$ cat src/rtl/sdt_pkg.sv
// Shared constants and types for the tag sort and deduplicate block.
package sdt_pkg;

    localparam int MAX_TAGS = 64;
    localparam int TAG_W    = 32;
    localparam int CNT_W    = $clog2(MAX_TAGS + 1);
    localparam int IDX_W    = $clog2(MAX_TAGS);

    typedef logic [TAG_W-1:0] t_tag;
    typedef logic [CNT_W-1:0] t_cnt;

    // Tag moving down the chain; probe marks a lookup in a full store.
    typedef struct packed {
        logic v;
        logic probe;
        t_tag tag;
    } t_carry;

    // Per-cell control from the top level.
    typedef struct packed {
        logic occ;
        logic shift;
    } t_cell_ctl;

endpackage

$ cat src/rtl/sdt_cell.sv
// One cell of the insertion chain: holds one tag, passes displaced tags on.
module sdt_cell (
    input  logic              i_clk,
    input  logic              i_rst_n,
    input  sdt_pkg::t_cell_ctl i_ctl,
    input  sdt_pkg::t_tag     i_next_tag,
    input  sdt_pkg::t_carry   i_carry,
    output sdt_pkg::t_tag     o_tag,
    output sdt_pkg::t_carry   o_carry
);
    import sdt_pkg::*;

    t_tag   r_tag;
    t_tag   n_tag;
    t_carry r_carry;
    t_carry n_carry;

    always_comb begin
        n_tag   = r_tag;
        n_carry = '0;
        if (i_ctl.shift) begin
            n_tag = i_next_tag;
        end else if (i_carry.v) begin
            if (!i_ctl.occ) begin
                // absorb into the first free cell
                if (!i_carry.probe) begin
                    n_tag = i_carry.tag;
                end
            end else if (i_carry.tag == r_tag) begin
                n_carry = '0;   // duplicate: drop
            end else if ((i_carry.tag < r_tag) && !i_carry.probe) begin
                n_tag   = i_carry.tag;
                n_carry = '{v: 1'b1, probe: 1'b0, tag: r_tag};
            end else begin
                n_carry = i_carry;
            end
        end
    end

    always_ff @(posedge i_clk) begin
        r_tag <= n_tag;
        if (!i_rst_n) begin
            r_carry <= '0;
        end else begin
            r_carry <= n_carry;
        end
    end

    assign o_tag   = r_tag;
    assign o_carry = r_carry;

endmodule

$ cat config.mk
export PLATFORM = sky130hd
export DESIGN_NAME = sdt_cell
export DESIGN_NICKNAME = d
export VERILOG_FILES = /design/src/rtl/sdt_pkg.sv /design/src/rtl/sdt_cell.sv
export SDC_FILE = /design/constraint.sdc
export NUM_CORES = 1
export LEC_CHECK = 0
export ABC_AREA = 1
export BUFFER_PORTS_ARGS = -buffer_cell sky130_fd_sc_hd__buf_4
export CAP_MARGIN = 20
export CORE_AREA = 2 2 90 92
export DETAILED_ROUTE_END_ITERATION = 10
export DIE_AREA = 0 0 92 94
export PLACE_DENSITY_LB_ADDON = 0.3
export SETUP_SLACK_MARGIN = 0.15
export SYNTH_ARGS = -nofsm -noshare
export SYNTH_HDL_FRONTEND = slang
export SYNTH_SLANG_ARGS = --single-unit
$ cat constraint.sdc
create_clock -name i_clk -period 4 [get_ports i_clk]
set_clock_uncertainty 0.05 [all_clocks]
set_input_delay 0 -clock i_clk [delete_from_list [all_inputs] [get_ports i_clk]]
set_output_delay 0 -clock i_clk [all_outputs]
set_load 0.005 [all_outputs]
==> impl_metrics.env <==
export IMPL_dieWidth_um=92
export IMPL_fill_cells=518
export IMPL_vias_per_cell=4.95
export IMPL_path_clk_slew_ps=80
export IMPL_nNetsFinal=768
export IMPL_rows=32
export IMPL_drc_errors=0
export IMPL_ys_seq_area_frac=0.438
export IMPL_cts_sinks=66
export IMPL_cts_made_buffers=9
export IMPL_worstSetupStartpointType="flip-flop"
export IMPL_drive_gt1_frac=0.271
export IMPL_cp_slowest_stage_delay_ps=450
export IMPL_vdd_ir_drop_max_uv=202
export IMPL_timing_rr_start="o_tag[29]"
export IMPL_syn_to_final_growth_pct=52.1
export IMPL_yosysMostFrequentCell="nand2_1"
export IMPL_grt_pass1_vias=3967
export IMPL_p_per_area_nw_per_um2=308
export IMPL_clk_latency_ps=340
export IMPL_crit_fanout=13
export IMPL_clock_tree_root_cell="clkbuf_8"
export IMPL_ioPinCount=136
export IMPL_drt_initial_drc_count=154
export IMPL_drt_pass1_iter_count=6
export IMPL_setup_viol=0
export IMPL_worstHoldStart="i_rst_n"
export IMPL_crit_start="o_tag[29]"
export IMPL_fp_coreArea_um2=7610
export IMPL_grt_max_degree=65
export IMPL_seqCellArea_um2=1640
export IMPL_grt_overflow=0
export IMPL_yosys_most_used_dff="dfxtp_1"
export IMPL_gp_congestion=0.797
export IMPL_dieArea_um2=8650
export IMPL_setup_tns_ps=0
export IMPL_ant_nets=0
export IMPL_h_tree_depth=3
export IMPL_r2r_slack_ps=1440
export IMPL_cp_end_kind="flip-flop"
export IMPL_io_buffer_count=135
export IMPL_dr_total_vias=3823
export IMPL_min_path_type="in -> reg"
export IMPL_cp_cell_sequence="inv_1 -> ha_1 -> a21oi_1 -> nor2_1 -> nor2_1 -> nand2_1 -> a21oi_4 -> nand3_1 -> a21oi_4 -> buf_4"
export IMPL_final_util=0.749
export IMPL_routed_wl_um=10900
export IMPL_relSlewSlack=0.327
export IMPL_hold_violations=0
export IMPL_yosys_top_cells_count="nand2_1 (165), a21oi_1 (46), nor2_1 (43)"
export IMPL_cts_max_path_buffers=2
export IMPL_avgSynthCellArea_um2=8.01
export IMPL_wl_per_cell_um=14.2
export IMPL_post_cts_buffers=0
export IMPL_fp_dieH_um=94
export IMPL_worst_slew_pin_transition_ps=1010
export IMPL_ys_seq_elements=66
export IMPL_synth_edf_count=32
export IMPL_grt_usage=0.258
export IMPL_fin_crit_ps=2560
export IMPL_path_class="reg -> reg"
export IMPL_p_leak_nw=2.81
export IMPL_async_flop_share=0
export IMPL_antenna_found_initial=0
export IMPL_grt_setup_unrepaired="false"
export IMPL_worstPathArrival_ps=2550
export IMPL_synth_top_area_cell="edfxtp_1"
export IMPL_fmax_ghz=0.390
export IMPL_synth_nets=570
export IMPL_grt_first_pass_wirelength_um=17700
export IMPL_syn_inst=468
export IMPL_status="complete, no violations"
export IMPL_synth_area_um2=3750
export IMPL_cp_data_required_time_ps=3990
export IMPL_synth_top_cells_by_area="edfxtp_1 (26%), dfxtp_1 (18%), nand2_1 (17%)"
export IMPL_synth_top_area_share=0.256
export IMPL_hpwl_um=6610
export IMPL_period_share=0.641
export IMPL_netlist_cell_type_count=26
export IMPL_start_util=0.493
export IMPL_cts_tree="built"
export IMPL_ys_warn_count=0
export IMPL_slowest_stage="a21oi_4"
export IMPL_cap_violations=0
export IMPL_finalMaxSlewViolations=0
export IMPL_diodes=0
export IMPL_multiInputGateArea_um2=1820
-- report_power, final --
part           total (mW)  switching, mW  internal, mW
Combinational       0.461          0.228         0.233
Clock               0.516          0.260         0.256
Sequential          0.780         0.0212         0.759
-- flip-flops by register name, summed over array words and instances, names as in the netlist --
register,count
o_carry,34
o_tag,32
-- cell type report --
| cell class | instances | area share |
|---|---|---|
| timing repair buffer | 211 | 0.313 |
| clock buffer | 13 | 0.0279 |
| multi-input combinational | 335 | 0.318 |
| sequential | 66 | 0.288 |
| inverter | 43 | 0.0283 |
| clock inverter | 3 | 0.00241 |
| tap | 102 | 0.0224 |
-- kinds of logic (layout without fill, tap and decap cells) --
logic type,count (synthesis),after routing,share of synthesized area
AOI/OAI and AO/OA,53,53,0.0741
adders and majority gates,32,32,0.107
buffers and inverters,67,270,0.0848
DFF,66,66,0.438
and+or+nand+nor,250,250,0.296
-- metal layers --
layer  routed length, um  GRT usage
met5                   0          0
met2                5590      0.466
met1                4310      0.285
met3                 751     0.0634
met4                 291      0.122
-- critical path: cells and delay by family (launching register included) --
family | cells | cell delay (ps)
compound gates | 3 | 750
buf+inv | 2 | 420
flops | 1 | 400
simple gates | 4 | 400
fa+ha+maj | 1 | 240
-- through the flow --
| stage | area, um2 | std cells | setup slack, ps | total power, mW | hold WS, ps |
|---|---|---|---|---|---|
| after floorplan | 3750 | 468 | 394 | 1.01 | 77.3 |
| after global placement | 4790 | 685 | 1510 | 1.18 | 193 |
| after detailed placement | 4790 | 685 | 1430 | 1.19 | 195 |
| after CTS | 5670 | 772 | 1400 | 1.75 | 95.1 |
| after global routing | 5700 | 773 | 1250 | 1.85 | 108 |
| final | 5700 | 773 | 1440 | 1.76 | 93.4 |
-- layout by cell type, fill, tap and decap left out, types with 2 or more instances in the layout --
cell,instances
a21oi_1,45
a21oi_4,3
buf_4,139
clkbuf_1,2
clkbuf_8,11
clkinv_1,2
clkinv_2,2
dfxtp_1,34
dlygate4sd3_1,71
edfxtp_1,32
ha_1,32
inv_1,41
nand2_1,165
nand3_1,15
nand3_2,20
nor2_1,43
nor2_2,2
o21ai_0,2
-- path summary, 6_finish.rpt --
| path | end | cells after the start |
|---|---|---|
| max | o_tag[6] | 10 |
| min | o_carry[33] | 3 |
| max reg2reg | o_tag[6] | 10 |
| min reg2reg | o_carry[24] | 4 |
-- timing repair --
action | in CTS | in global routing
hold buffers | 71 | 0
resized for setup | 0 | 0
hold endpoints to repair | 65 | 0
Power figures use the tool's default switching activity.
